===== config.mk =====
export PLATFORM = sky130hd
export DESIGN_NAME = icon_contrast_backfill
export DESIGN_NICKNAME = d
export VERILOG_FILES = /design/src/design/icb_pkg.sv /design/src/design/icb_ctrl.sv /design/src/design/icb_datapath.sv /design/src/design/icon_contrast_backfill.sv
export VERILOG_INCLUDE_DIRS = /design/src /design/src/design
export SDC_FILE = /design/constraint.sdc
export NUM_CORES = 2
export LEC_CHECK = 0
export BUFFER_PORTS_ARGS = -buffer_cell sky130_fd_sc_hd__buf_2
export CORE_MARGIN = 10
export CORE_UTILIZATION = 65
export DETAILED_ROUTE_END_ITERATION = 8
export HOLD_SLACK_MARGIN = 0.15
export PLACE_DENSITY = 0.87
export SLEW_MARGIN = 40
export SYNTH_ARGS = -nofsm -noshare
export SYNTH_HDL_FRONTEND = slang
export SYNTH_SLANG_ARGS = --single-unit

===== constraint.sdc =====
create_clock -name clock -period 8.73 [get_ports clock]
set_input_delay 0.4365 -clock clock [delete_from_list [all_inputs] [get_ports clock]]
set_output_delay 0.4365 -clock clock [all_outputs]
set_load 0.01 [all_outputs]

===== src/design/assert_macros.svh =====
// Assertion macros shared by the icon contrast backfill RTL.
// Depends on nothing; each user supplies signals named clock and reset.
`ifndef ASSERT_MACROS_SVH
`define ASSERT_MACROS_SVH

// Implication checked on every clock edge outside reset.
`define ICB_ASSERT(label, prop, msg) \
   label: assert property (@(posedge clock) disable iff (reset) prop) \
      else $error(msg);

// The consequent must hold in the cycle after the antecedent.
`define ICB_ASSERT_NEXT(label, ante, cons, msg) \
   label: assert property (@(posedge clock) disable iff (reset) (ante) |=> (cons)) \
      else $error(msg);

`endif


===== src/design/icb_pkg.sv =====
// Shared types, codes and arithmetic helpers for the icon contrast backfill block.
// Used by icb_ctrl, icb_datapath and the top level; depends on nothing.
package icb_pkg;

   // Function codes of an input beat.
   localparam logic FUNC_MEASURE = 1'b0;
   localparam logic FUNC_COMPOSE = 1'b1;

   // Kind codes of a result beat.
   localparam logic KIND_DECISION = 1'b0;
   localparam logic KIND_PIXEL    = 1'b1;

   // Decision codes, also the compose mode.
   localparam logic [1:0] DEC_PATH   = 2'd0;
   localparam logic [1:0] DEC_PREMUL = 2'd1;
   localparam logic [1:0] DEC_FILL   = 2'd2;

   // Configuration register indexes.
   localparam int unsigned CSR_IDX_W = 3;
   localparam logic [CSR_IDX_W-1:0] CSR_LIGHT_THEME  = 3'd0;
   localparam logic [CSR_IDX_W-1:0] CSR_NO_PATH_MODE = 3'd1;
   localparam logic [CSR_IDX_W-1:0] CSR_ACCENT_RED   = 3'd2;
   localparam logic [CSR_IDX_W-1:0] CSR_ACCENT_GREEN = 3'd3;
   localparam logic [CSR_IDX_W-1:0] CSR_ACCENT_BLUE  = 3'd4;

   // Luma in thousandths; the file order is BGR, so red takes the 299 weight.
   localparam int unsigned LUMA_W = 18;
   localparam logic [LUMA_W-1:0] W_RED   = 18'd299;
   localparam logic [LUMA_W-1:0] W_GREEN = 18'd587;
   localparam logic [LUMA_W-1:0] W_BLUE  = 18'd114;

   // One weighted pixel contributes at most 255000 * 255.
   localparam int unsigned PIX_W = 26;
   localparam longint unsigned PIX_WEIGHT_MAX = 64'd65025000;
   localparam logic [PIX_W-1:0] LUMA_ONE  = 26'd255000;
   localparam logic [PIX_W-1:0] THR_LIGHT = 26'd56100000;   // 220 * 255000
   localparam logic [PIX_W-1:0] THR_DARK  = 26'd7650000;    // 30 * 255000

   typedef struct packed {
      logic load;
      logic calc1;
      logic calc2;
      logic acc;
      logic thr;
      logic decide;
      logic emit;
   } icb_cmd_type;

   typedef struct packed {
      logic func;
      logic last;
   } icb_sts_type;

   // Round-to-nearest of x/255 for x up to 255*255. A tie cannot occur since
   // 255 is odd, so this equals round-half-up.
   function automatic logic [7:0] div255_round(input logic [15:0] x);
      logic [16:0] t;
      logic [16:0] u;
      t = {1'b0, x} + 17'd128;
      u = t + {8'd0, t[16:8]};
      return u[15:8];
   endfunction

endpackage


===== src/design/icb_ctrl.sv =====
// Sequencing state machine of the icon contrast backfill block.
// Depends on icb_pkg and assert_macros.svh; drives icb_datapath by commands.
`include "assert_macros.svh"

module icb_ctrl
   import icb_pkg::*;
(
   input  logic        clock,
   input  logic        reset,
   input  logic        req_valid,
   output logic        req_ready,
   output logic        rsp_valid,
   input  logic        rsp_ready,
   input  icb_sts_type sts,
   output icb_cmd_type cmd
);

   typedef enum logic [2:0] {
      S_IDLE,
      S_CALC1,
      S_CALC2,
      S_ACC,
      S_THR,
      S_DECIDE,
      S_EMIT
   } state_type;

   state_type state_ff;
   logic      rsp_valid_ff;
   logic      out_free;

   // The output register may be loaded when empty or when its beat leaves now.
   assign out_free  = !rsp_valid_ff || rsp_ready;
   assign req_ready = (state_ff == S_IDLE);
   assign rsp_valid = rsp_valid_ff;

   always_comb begin
      cmd        = '0;
      cmd.load   = (state_ff == S_IDLE) && req_valid;
      cmd.calc1  = (state_ff == S_CALC1);
      cmd.calc2  = (state_ff == S_CALC2);
      cmd.acc    = (state_ff == S_ACC);
      cmd.thr    = (state_ff == S_THR);
      cmd.decide = (state_ff == S_DECIDE);
      cmd.emit   = (state_ff == S_EMIT) && out_free;
   end

   always_ff @(posedge clock) begin
      if (reset) begin
         state_ff     <= S_IDLE;
         rsp_valid_ff <= 1'b0;
      end else begin
         if (cmd.emit) begin
            rsp_valid_ff <= 1'b1;
         end else if (rsp_ready) begin
            rsp_valid_ff <= 1'b0;
         end
         case (state_ff)
            S_IDLE: begin
               if (req_valid) begin
                  state_ff <= S_CALC1;
               end
            end
            S_CALC1: begin
               state_ff <= S_CALC2;
            end
            S_CALC2: begin
               if (sts.func == FUNC_COMPOSE) begin
                  state_ff <= S_EMIT;
               end else begin
                  state_ff <= S_ACC;
               end
            end
            S_ACC: begin
               if (sts.last) begin
                  state_ff <= S_THR;
               end else begin
                  state_ff <= S_IDLE;
               end
            end
            S_THR: begin
               state_ff <= S_DECIDE;
            end
            S_DECIDE: begin
               state_ff <= S_EMIT;
            end
            S_EMIT: begin
               if (out_free) begin
                  state_ff <= S_IDLE;
               end
            end
            default: begin
               state_ff <= S_IDLE;
            end
         endcase
      end
   end

   `ICB_ASSERT(a_emit_into_free_slot, cmd.emit |-> (!rsp_valid_ff || rsp_ready),
      "result loaded over a beat that was not taken")
   `ICB_ASSERT_NEXT(a_thr_then_decide, state_ff == S_THR, state_ff == S_DECIDE,
      "threshold product not followed by the decision step")
   `ICB_ASSERT(a_valid_drops_on_take, $fell(rsp_valid_ff) |-> $past(rsp_ready),
      "result beat withdrawn before it was taken")
   `ICB_ASSERT_NEXT(a_measure_not_last_frees, cmd.acc && !sts.last, req_ready,
      "non-final measure pixel did not release the input side")

endmodule


===== src/design/icb_datapath.sv =====
// Arithmetic, configuration registers and output register of the backfill block.
// Depends on icb_pkg; sequenced by commands from icb_ctrl.
module icb_datapath
   import icb_pkg::*;
#(
   parameter int unsigned MAX_PIXELS = 65536
) (
   input  logic                 clock,
   input  logic                 reset,
   input  icb_cmd_type          cmd,
   output icb_sts_type          sts,
   input  logic                 csr_valid,
   input  logic [CSR_IDX_W-1:0] csr_index,
   input  logic [7:0]           csr_data,
   input  logic                 req_func,
   input  logic [7:0]           req_in_blue,
   input  logic [7:0]           req_in_green,
   input  logic [7:0]           req_in_red,
   input  logic [7:0]           req_in_alpha,
   input  logic                 req_in_last,
   output logic                 rsp_kind,
   output logic [1:0]           rsp_decision,
   output logic [7:0]           rsp_out_blue,
   output logic [7:0]           rsp_out_green,
   output logic [7:0]           rsp_out_red,
   output logic [7:0]           rsp_out_alpha,
   output logic                 rsp_out_last
);

   localparam int unsigned CNT_W = $clog2(MAX_PIXELS + 1);
   localparam longint unsigned SUM_MAX = PIX_WEIGHT_MAX * 64'(MAX_PIXELS);
   localparam int unsigned SUM_W = $clog2(SUM_MAX + 64'd1);
   localparam int unsigned PROD_W = PIX_W + CNT_W;

   // Configuration.
   logic       light_ff, nopath_ff;
   logic [7:0] acc_r_ff, acc_g_ff, acc_b_ff;

   // Captured input beat.
   logic       func_ff, last_ff;
   logic [7:0] b_ff, g_ff, r_ff, a_ff;

   // Intermediate results.
   logic [LUMA_W-1:0] luma_ff;
   logic [PIX_W-1:0]  bgterm_ff, wprod_ff;
   logic [15:0]       mix_b_ff, mix_g_ff, mix_r_ff;
   logic [7:0]        res_b_ff, res_g_ff, res_r_ff, res_a_ff;

   // Accumulation and decision state.
   logic [SUM_W-1:0] sum_ff, thr_ff;
   logic [CNT_W-1:0] count_ff;
   logic [1:0]       mode_ff;

   // Output register.
   logic       kind_ff, out_last_ff;
   logic [1:0] decision_ff;
   logic [7:0] out_b_ff, out_g_ff, out_r_ff, out_a_ff;

   logic [LUMA_W-1:0] luma_in;
   logic [PIX_W-1:0]  wprod_in;
   logic [PROD_W-1:0] thr_full;
   logic [PIX_W-1:0]  thr_const;
   logic              counted;
   logic              contrast_ok;
   logic [7:0]        inv_a;

   assign sts.func = func_ff;
   assign sts.last = last_ff;

   assign inv_a   = ~a_ff;   // 255 - alpha
   assign luma_in = W_RED * {10'd0, r_ff} + W_GREEN * {10'd0, g_ff}
                  + W_BLUE * {10'd0, b_ff};
   assign wprod_in = {8'd0, luma_ff} * {18'd0, a_ff} + bgterm_ff;
   assign counted  = (a_ff != 8'd0) && (count_ff < CNT_W'(MAX_PIXELS));
   assign thr_const = light_ff ? THR_LIGHT : THR_DARK;
   assign thr_full  = PROD_W'(thr_const) * PROD_W'(count_ff);

   always_comb begin
      if (count_ff == '0) begin
         contrast_ok = 1'b0;
      end else if (light_ff) begin
         contrast_ok = (sum_ff <= thr_ff);
      end else begin
         contrast_ok = (sum_ff >= thr_ff);
      end
   end

   always_ff @(posedge clock) begin
      if (reset) begin
         light_ff  <= 1'b0;
         nopath_ff <= 1'b0;
         acc_r_ff  <= 8'd0;
         acc_g_ff  <= 8'd0;
         acc_b_ff  <= 8'd0;
      end else if (csr_valid) begin
         case (csr_index)
            CSR_LIGHT_THEME:  light_ff  <= csr_data[0];
            CSR_NO_PATH_MODE: nopath_ff <= csr_data[0];
            CSR_ACCENT_RED:   acc_r_ff  <= csr_data;
            CSR_ACCENT_GREEN: acc_g_ff  <= csr_data;
            CSR_ACCENT_BLUE:  acc_b_ff  <= csr_data;
            default: begin
            end
         endcase
      end
   end

   // Payload stages; no reset needed.
   always_ff @(posedge clock) begin
      if (cmd.load) begin
         func_ff <= req_func;
         b_ff    <= req_in_blue;
         g_ff    <= req_in_green;
         r_ff    <= req_in_red;
         a_ff    <= req_in_alpha;
         last_ff <= req_in_last;
      end
      if (cmd.calc1) begin
         luma_ff   <= luma_in;
         bgterm_ff <= light_ff ? LUMA_ONE * {18'd0, inv_a} : '0;
         if (mode_ff == DEC_FILL) begin
            mix_b_ff <= {8'd0, b_ff} * {8'd0, a_ff} + {8'd0, acc_b_ff} * {8'd0, inv_a};
            mix_g_ff <= {8'd0, g_ff} * {8'd0, a_ff} + {8'd0, acc_g_ff} * {8'd0, inv_a};
            mix_r_ff <= {8'd0, r_ff} * {8'd0, a_ff} + {8'd0, acc_r_ff} * {8'd0, inv_a};
         end else begin
            mix_b_ff <= {8'd0, b_ff} * {8'd0, a_ff};
            mix_g_ff <= {8'd0, g_ff} * {8'd0, a_ff};
            mix_r_ff <= {8'd0, r_ff} * {8'd0, a_ff};
         end
      end
      if (cmd.calc2) begin
         wprod_ff <= wprod_in;
         case (mode_ff)
            DEC_PREMUL: begin
               res_b_ff <= div255_round(mix_b_ff);
               res_g_ff <= div255_round(mix_g_ff);
               res_r_ff <= div255_round(mix_r_ff);
               res_a_ff <= a_ff;
            end
            DEC_FILL: begin
               res_b_ff <= div255_round(mix_b_ff);
               res_g_ff <= div255_round(mix_g_ff);
               res_r_ff <= div255_round(mix_r_ff);
               res_a_ff <= 8'hFF;
            end
            default: begin
               res_b_ff <= b_ff;
               res_g_ff <= g_ff;
               res_r_ff <= r_ff;
               res_a_ff <= a_ff;
            end
         endcase
      end
      if (cmd.thr) begin
         thr_ff <= thr_full[SUM_W-1:0];
      end
      if (cmd.emit) begin
         decision_ff <= mode_ff;
         if (func_ff == FUNC_COMPOSE) begin
            kind_ff     <= KIND_PIXEL;
            out_b_ff    <= res_b_ff;
            out_g_ff    <= res_g_ff;
            out_r_ff    <= res_r_ff;
            out_a_ff    <= res_a_ff;
            out_last_ff <= last_ff;
         end else begin
            kind_ff     <= KIND_DECISION;
            out_b_ff    <= 8'd0;
            out_g_ff    <= 8'd0;
            out_r_ff    <= 8'd0;
            out_a_ff    <= 8'd0;
            out_last_ff <= 1'b1;
         end
      end
   end

   // Running sum, pixel count and the decision that selects the compose mode.
   always_ff @(posedge clock) begin
      if (reset) begin
         sum_ff   <= '0;
         count_ff <= '0;
         mode_ff  <= DEC_PATH;
      end else if (cmd.decide) begin
         sum_ff   <= '0;
         count_ff <= '0;
         if (contrast_ok) begin
            mode_ff <= nopath_ff ? DEC_PREMUL : DEC_PATH;
         end else begin
            mode_ff <= DEC_FILL;
         end
      end else if (cmd.acc && counted) begin
         sum_ff   <= sum_ff + SUM_W'(wprod_ff);
         count_ff <= count_ff + CNT_W'(1);
      end
   end

   assign rsp_kind      = kind_ff;
   assign rsp_decision  = decision_ff;
   assign rsp_out_blue  = out_b_ff;
   assign rsp_out_green = out_g_ff;
   assign rsp_out_red   = out_r_ff;
   assign rsp_out_alpha = out_a_ff;
   assign rsp_out_last  = out_last_ff;

endmodule


===== src/design/icon_contrast_backfill.sv =====
// Icon contrast backfill: average-luma measurement and alpha composite of BGRA pixels.
// Depends on icb_pkg, icb_ctrl and icb_datapath.
//
// A measure pixel (func 0) with nonzero alpha adds its alpha-blended luma to an
// exact running sum; the last pixel of the pass yields one decision beat (use
// path, premultiply, or fill) and clears the sum. A compose pixel (func 1) yields
// one pixel beat made according to the latest decision. Items are handled one at
// a time by the sequencer, ready only when idle: a compose pixel passes the load,
// calc1, calc2 and emit steps, an ordinary measure pixel load, calc1, calc2 and
// acc, the last measure pixel these and then thr (threshold multiply), decide
// (compare) and emit; emit waits until a previous result leaves the output register.
// A new pixel may be accepted while the last result still waits there. The
// configuration port is always ready and should be written only while the block is idle.
module icon_contrast_backfill
   import icb_pkg::*;
#(
   parameter int unsigned MAX_PIXELS = 65536
) (
   input  logic                 clock,
   input  logic                 reset,
   input  logic                 csr_valid,
   output logic                 csr_ready,
   input  logic [CSR_IDX_W-1:0] csr_index,
   input  logic [7:0]           csr_data,
   input  logic                 req_valid,
   output logic                 req_ready,
   input  logic                 req_func,
   input  logic [7:0]           req_in_blue,
   input  logic [7:0]           req_in_green,
   input  logic [7:0]           req_in_red,
   input  logic [7:0]           req_in_alpha,
   input  logic                 req_in_last,
   output logic                 rsp_valid,
   input  logic                 rsp_ready,
   output logic                 rsp_kind,
   output logic [1:0]           rsp_decision,
   output logic [7:0]           rsp_out_blue,
   output logic [7:0]           rsp_out_green,
   output logic [7:0]           rsp_out_red,
   output logic [7:0]           rsp_out_alpha,
   output logic                 rsp_out_last
);

   icb_cmd_type cmd;
   icb_sts_type sts;

   assign csr_ready = 1'b1;

   icb_ctrl u_ctrl (
      .clock     (clock),
      .reset     (reset),
      .req_valid (req_valid),
      .req_ready (req_ready),
      .rsp_valid (rsp_valid),
      .rsp_ready (rsp_ready),
      .sts       (sts),
      .cmd       (cmd)
   );

   icb_datapath #(
      .MAX_PIXELS (MAX_PIXELS)
   ) u_datapath (
      .clock         (clock),
      .reset         (reset),
      .cmd           (cmd),
      .sts           (sts),
      .csr_valid     (csr_valid),
      .csr_index     (csr_index),
      .csr_data      (csr_data),
      .req_func      (req_func),
      .req_in_blue   (req_in_blue),
      .req_in_green  (req_in_green),
      .req_in_red    (req_in_red),
      .req_in_alpha  (req_in_alpha),
      .req_in_last   (req_in_last),
      .rsp_kind      (rsp_kind),
      .rsp_decision  (rsp_decision),
      .rsp_out_blue  (rsp_out_blue),
      .rsp_out_green (rsp_out_green),
      .rsp_out_red   (rsp_out_red),
      .rsp_out_alpha (rsp_out_alpha),
      .rsp_out_last  (rsp_out_last)
   );

endmodule

After elaboration in Yosys (flattened, before gate mapping)
Cells that the tools add are included.

Register bits after elaboration: 353. Latch bits: 0. Memory bits (writable): 0. ROM bits: 0. Input port bits: 50. Memories: 0.

Add/subtract/negate cells: 14. $mul: 12. Divide/modulo/power cells: 0. Order comparisons: 3. Eq/ne operators: 14. Shifts and indexed selects: 0. Multiplexer cells: 19. Bitwise gates (word level): 1. Reduce and logical (&&, ||, !) cells: 19.

Operators by type and width (count): multiplier 8 x 8 -> 16 bit (6); adder 16 x 8 -> 17 bit (second input constant) (3); adder 16 bit (3); adder 16 x 9 -> 16 bit (3); 2-to-1 mux 16 bit (3); adder 42 x 26 -> 42 bit (1); greater-or-equal comparator 42 bit (1); less-or-equal comparator 42 bit (1); multiplier 26 x 17 -> 42 bit (1); adder 26 bit (1); multiplier 18 x 8 -> 26 bit (1); 2-to-1 mux 26 bit (1); 2-to-1 mux 8 bit (3); multiplier 15 x 8 -> 23 bit (first input constant) (1); case mux 3 bit (7 select lines) (1); adder 17 x 18 -> 18 bit (1); adder 18 x 15 -> 18 bit (1); multiplier 10 x 8 -> 18 bit (first input constant) (1); adder 17 x 1 -> 17 bit (second input constant) (1); zero test 17 bit (1); less-than comparator 17 bit (second input constant) (1); multiplier 9 x 8 -> 17 bit (first input constant) (1); multiplier 6 x 8 -> 14 bit (first input constant) (1); == test 3 x 2 -> 1 bit (second input constant) (4); other kinds (18) (40).

Longest topological paths before layout
Word-level depth: 4. Depth in mapped cells: 32. Depth with buffers taken out: 30.

By module
A second synthesis with hierarchy kept.

Cells, all modules: 5069. Area, all modules: 48287.6 um2.

Modules (own cells, without submodules): icb_datapath (instances 1, cells an instance 5037, area each 48023.6 um2, seq. area each 9399.0 um2); icb_ctrl (instances 1, cells an instance 30, area each 252.7 um2, seq. area each 80.1 um2); icon_contrast_backfill (instances 1, cells an instance 2, area each 11.3 um2, seq. area each 0.0 um2).

Least setup slack after synthesis
OpenSTA, ideal clock, no wires.

Path kind: register to register. Start: register u_datapath.a_ff[4]. End: register u_datapath.mix_r_ff[15] (data pin). Setup time: 260 ps. Arrival: 7781 ps. Required time: 8470 ps. Path slack: 689 ps. Cell stages (with the launch flop): 31. Path through: edfxtp_1 > clkbuf_1 > inv_1 > buf_1 > nor2_1 > fa_1 > fa_1 > ha_1 > inv_1 > fa_1 > inv_1 > ha_1 > nor2b_1 > o21ai_0 > a21oi_1 > nand2b_1 > fa_1 > fa_1 > inv_1 > fa_1 > inv_1 > fa_1 > inv_1 > ha_1 > a21o_1 > a21o_1 > a21o_1 > a41o_1 > o41ai_1 > mux2i_1 > xnor2_1.

Cells in the longest elaborated chain, start to end: 4.

Ends and longest elaborated chain: start, declared (line icb_datapath.sv:41) `logic [7:0] b_ff, g_ff, r_ff, a_ff;`; start signal, assigned (line icb_datapath.sv:115) `a_ff <= req_in_alpha;`; NOT 8 bit (line icb_datapath.sv:70) `assign inv_a = ~a_ff;`; multiplier 8 x 8 -> 16 bit (line icb_datapath.sv:124) `mix_r_ff <= {8'd0, r_ff} * {8'd0, a_ff} + {8'd0, acc_r_ff} * {8'd0, inv_a};`; adder 16 bit (line icb_datapath.sv:124); 2-to-1 mux 16 bit * (line icb_datapath.sv:121) `if (mode_ff == DEC_FILL) begin`; end signal, assigned (line icb_datapath.sv:124); end signal, assigned (line icb_datapath.sv:128) `mix_r_ff <= {8'd0, r_ff} * {8'd0, a_ff};`; end, declared (line icb_datapath.sv:46) `logic [15:0] mix_b_ff, mix_g_ff, mix_r_ff;`.

Mark *: on every way between the ends. The rest lies on a longest branch, timed or not. A chain may end at the register's enable or synchronous reset.

Final worst setup path
Start: register u_datapath.a_ff[3]. End: register u_datapath.mix_r_ff[15] (data pin).

Same word-level chain as after synthesis.

==> results.cfg <==
[logic_synthesis]
ys_ff_latch = 346
synth_top_area_share_pct = 27.4
synth_top_area_cell = fa_1
syn_inst = 5027
yosysWarnings = 0
synthArstFlopShare_pct = 0
yosysUniqueCellTypes = 70
syn-cell-area_um2 = 48100
synthFlopType = edfxtp_1
avgSynthCellArea_um2 = 9.56
synthTopCellsByCount = 1105 x inv_1, 684 x ha_1, 657 x fa_1
ys_seq_area_share_pct = 19.7
synthTopCellsByArea = fa_1 27%, ha_1 18%, edfxtp_1 16%
synth_edf_count = 255
synth.most_common_cell = inv_1

[clock_network]
cts_tree = yes
cts_root_buf = clkbuf_16
numCtsBuffers = 43
clk_path_buf_depth = 3
clkTransAtPathRegs_ns = 0.06
ctsResizeCount = 0
cts_max_level = 2
clkLatencyLatePin_ns = 0.61
cts_sinks = 346

[grt]
grt_overflow = 0
grt_first_pass_wirelength_um = 194000
antenna_found_initial = 1
track_usage_pct = 28.4
grt_max_degree = 75
grt_pass1_vias = 37616

[critical_path]
cpMostUsedCell = fa_1
worstPathRequired_ns = 9.08
worst_setup_path_end_kind = register
slowest_delay_ns = 0.55
reg2regPathDepth = 28
reg2reg_from = u_datapath.a_ff[3]$_DFFE_PP_
worst_ep_arrival_time_ns = 8.65
timing.rr.end = u_datapath.mix_r_ff[15]$_DFFE_PP_
cpMaxStageDelayCell = fa_1
cp-start-kind = register
endpoint = u_datapath.mix_r_ff[15]$_DFFE_PP_
path_class = reg -> reg
cp_max_fo = 9
crit_start = u_datapath.a_ff[3]$_DFFE_PP_
rrSetupSlack_ns = 0.43

[floorplanning]
core_area_um2 = 73100
rows = 99
dieWidth_um = 292
ios = 89
die_area_um2 = 85200
start_util_pct = 65.8
fp.dieH_um = 292

[power]
leakagePower_nw = 26.0
p_per_area_nw_per_um2 = 407
power_mw = 21.0
peakVddDrop_v = 0.000760

[timing]
tightest_slew_ns = 0.819
clock_skew_ns = 0.0437
relSlewSlack_pct = 45.4
setup_violations = 0
fin_tns_setup_ns = 0
period_minus_slack_ns = 8.30
final_hold_viol_count = 0
max_freq_ghz = 0.120
rsz0062_at_grt = no
finalCritPeriodShare_pct = 95.1
slew_violations = 0

[placed_design]
gp_congestion = 0.963
dpl.hpwl_um = 95400
post_dp_cell_area_um2 = 49800
place.port_buffers = 87

[detailed_routing]
drc = 0
postRouteAntennaNets = 0
vias_per_cell = 5.77
routedWlPerCell_um = 19.4
vias = 35385
first_pass_iters = 6
routed_wl_um = 119000
drt_iter0_drc = 2651

[finish]
drive_above_1_share_pct = 5.35
area.growth.synth_to_final_pct = 7.35
stdcell_area_um2 = 51600
layout.nets = 6533
antenna_cells = 0

[run_status]
outcome = completed

[job]
maxCapViolCount = 0

[min_path]
hold_path.class = in -> reg
worst max-delay path, delay by kind of cell, from the launching register on:
| family | cells | cell delay, ns |
|---|---|---|
| flops | 1 | 0.38 |
| buf+inv | 7 | 0.97 |
| simple gates | 2 | 0.28 |
| xor+xnor | 1 | 0.09 |
| fa+ha+maj | 10 | 4.58 |
| compound gates | 7 | 1.51 |
| mux | 1 | 0.26 |
cells in the final DEF, fill, tap and decap left out, types with 62 or more instances in the layout:
cell,synthesis,routed
inv_1,1105,1105
ha_1,684,683
fa_1,657,657
nand2_1,425,425
edfxtp_1,255,255
nor2_1,222,218
and2_1,209,208
a21oi_1,179,179
xnor2_1,142,142
nor2b_1,126,125
o21ai_0,118,118
dfxtp_1,91,90
xor2_1,87,87
buf_2,0,87
a21o_1,84,84
nand3_1,62,62
cell families after synthesis:
family	synth area share, %
compound gates	7.33
xor+xnor	4.17
fa+ha+maj	45.2
buf+inv	9.79
flops	19.7
mux	0.945
other cells	0.0156
simple gates	12.9
sequential cells by signal, indices dropped and copies added, names as in the netlist, 16 cells and up:
| signal | count |
|---|---|
| u_datapath.sum_ff | 42 |
| u_datapath.thr_ff | 38 |
| u_datapath.wprod_ff | 26 |
| u_datapath.bgterm_ff | 23 |
| u_datapath.luma_ff | 18 |
| u_datapath.count_ff | 17 |
| u_datapath.mix_b_ff | 16 |
| u_datapath.mix_g_ff | 16 |
| u_datapath.mix_r_ff | 16 |
what timing repair did:
item / in CTS / in global routing
hold buffers: 41 / 0
endpoints found under the hold margin: 46 / 0
setup buffers: 0 / 0
where the power goes:
group          internal (mW)  leakage [nW]  switching [mW]
sequential              2.76          3.09           0.243
combinational           6.99          22.2            9.16
clock                   1.05         0.688           0.776
final cells by class:
| cell class | count | area [um^2] |
|---|---|---|
| sequential | 346 | 9480 |
| clock buffer | 62 | 1240 |
| tap | 959 | 1200 |
| inverter | 1114 | 4180 |
| multi-input combinational | 3448 | 34000 |
| timing repair buffer | 189 | 1320 |
| fill | 5121 | 21500 |
| clock inverter | 17 | 178 |
metrics by stage:
stage          hold slack [ns]  std cells  worst slack [ns]  utilization, %
2_1_floorplan            0.429       5047             0.689               -
3_3_place_gp             0.450       6013             0.716            68.0
3_5_place_dp             0.471       6015             0.522            68.1
4_1_cts                  0.164       6135             0.539            70.6
5_1_grt                  0.182       6135             0.151            70.6
6_report                 0.178       6135             0.430            70.6
layer usage:
layer,vias to the layer above,track usage (%),share of wire (%)
met4,2,11.4,4.1
met1,17404,36.2,39
met5,-,0,0.014
li1,16115,-,-
met2,1517,45.8,47
met3,347,7.42,9.9
how the worst min path moves through the flow:
stage                                                   from                              endpoint  slack (ns)  cells past startpoint
after floorplan           u_datapath.mode_ff[1]$_SDFFE_PP0P_  u_datapath.rsp_decision[1]$_DFFE_PP_        0.43                      0
after global placement    u_datapath.mode_ff[0]$_SDFFE_PP0P_  u_datapath.rsp_decision[0]$_DFFE_PP_        0.45                      0
after detailed placement  u_datapath.mode_ff[0]$_SDFFE_PP0P_  u_datapath.rsp_decision[0]$_DFFE_PP_        0.47                      0
after CTS                                        csr_data[0]   u_datapath.acc_b_ff[0]$_SDFFE_PP0P_        0.16                      3
after global routing                             csr_data[0]   u_datapath.acc_b_ff[0]$_SDFFE_PP0P_        0.18                      3
final                                              rsp_ready         u_ctrl.rsp_valid$_SDFFE_PP0P_        0.18                      3
Power figures use the tool's default switching activity.
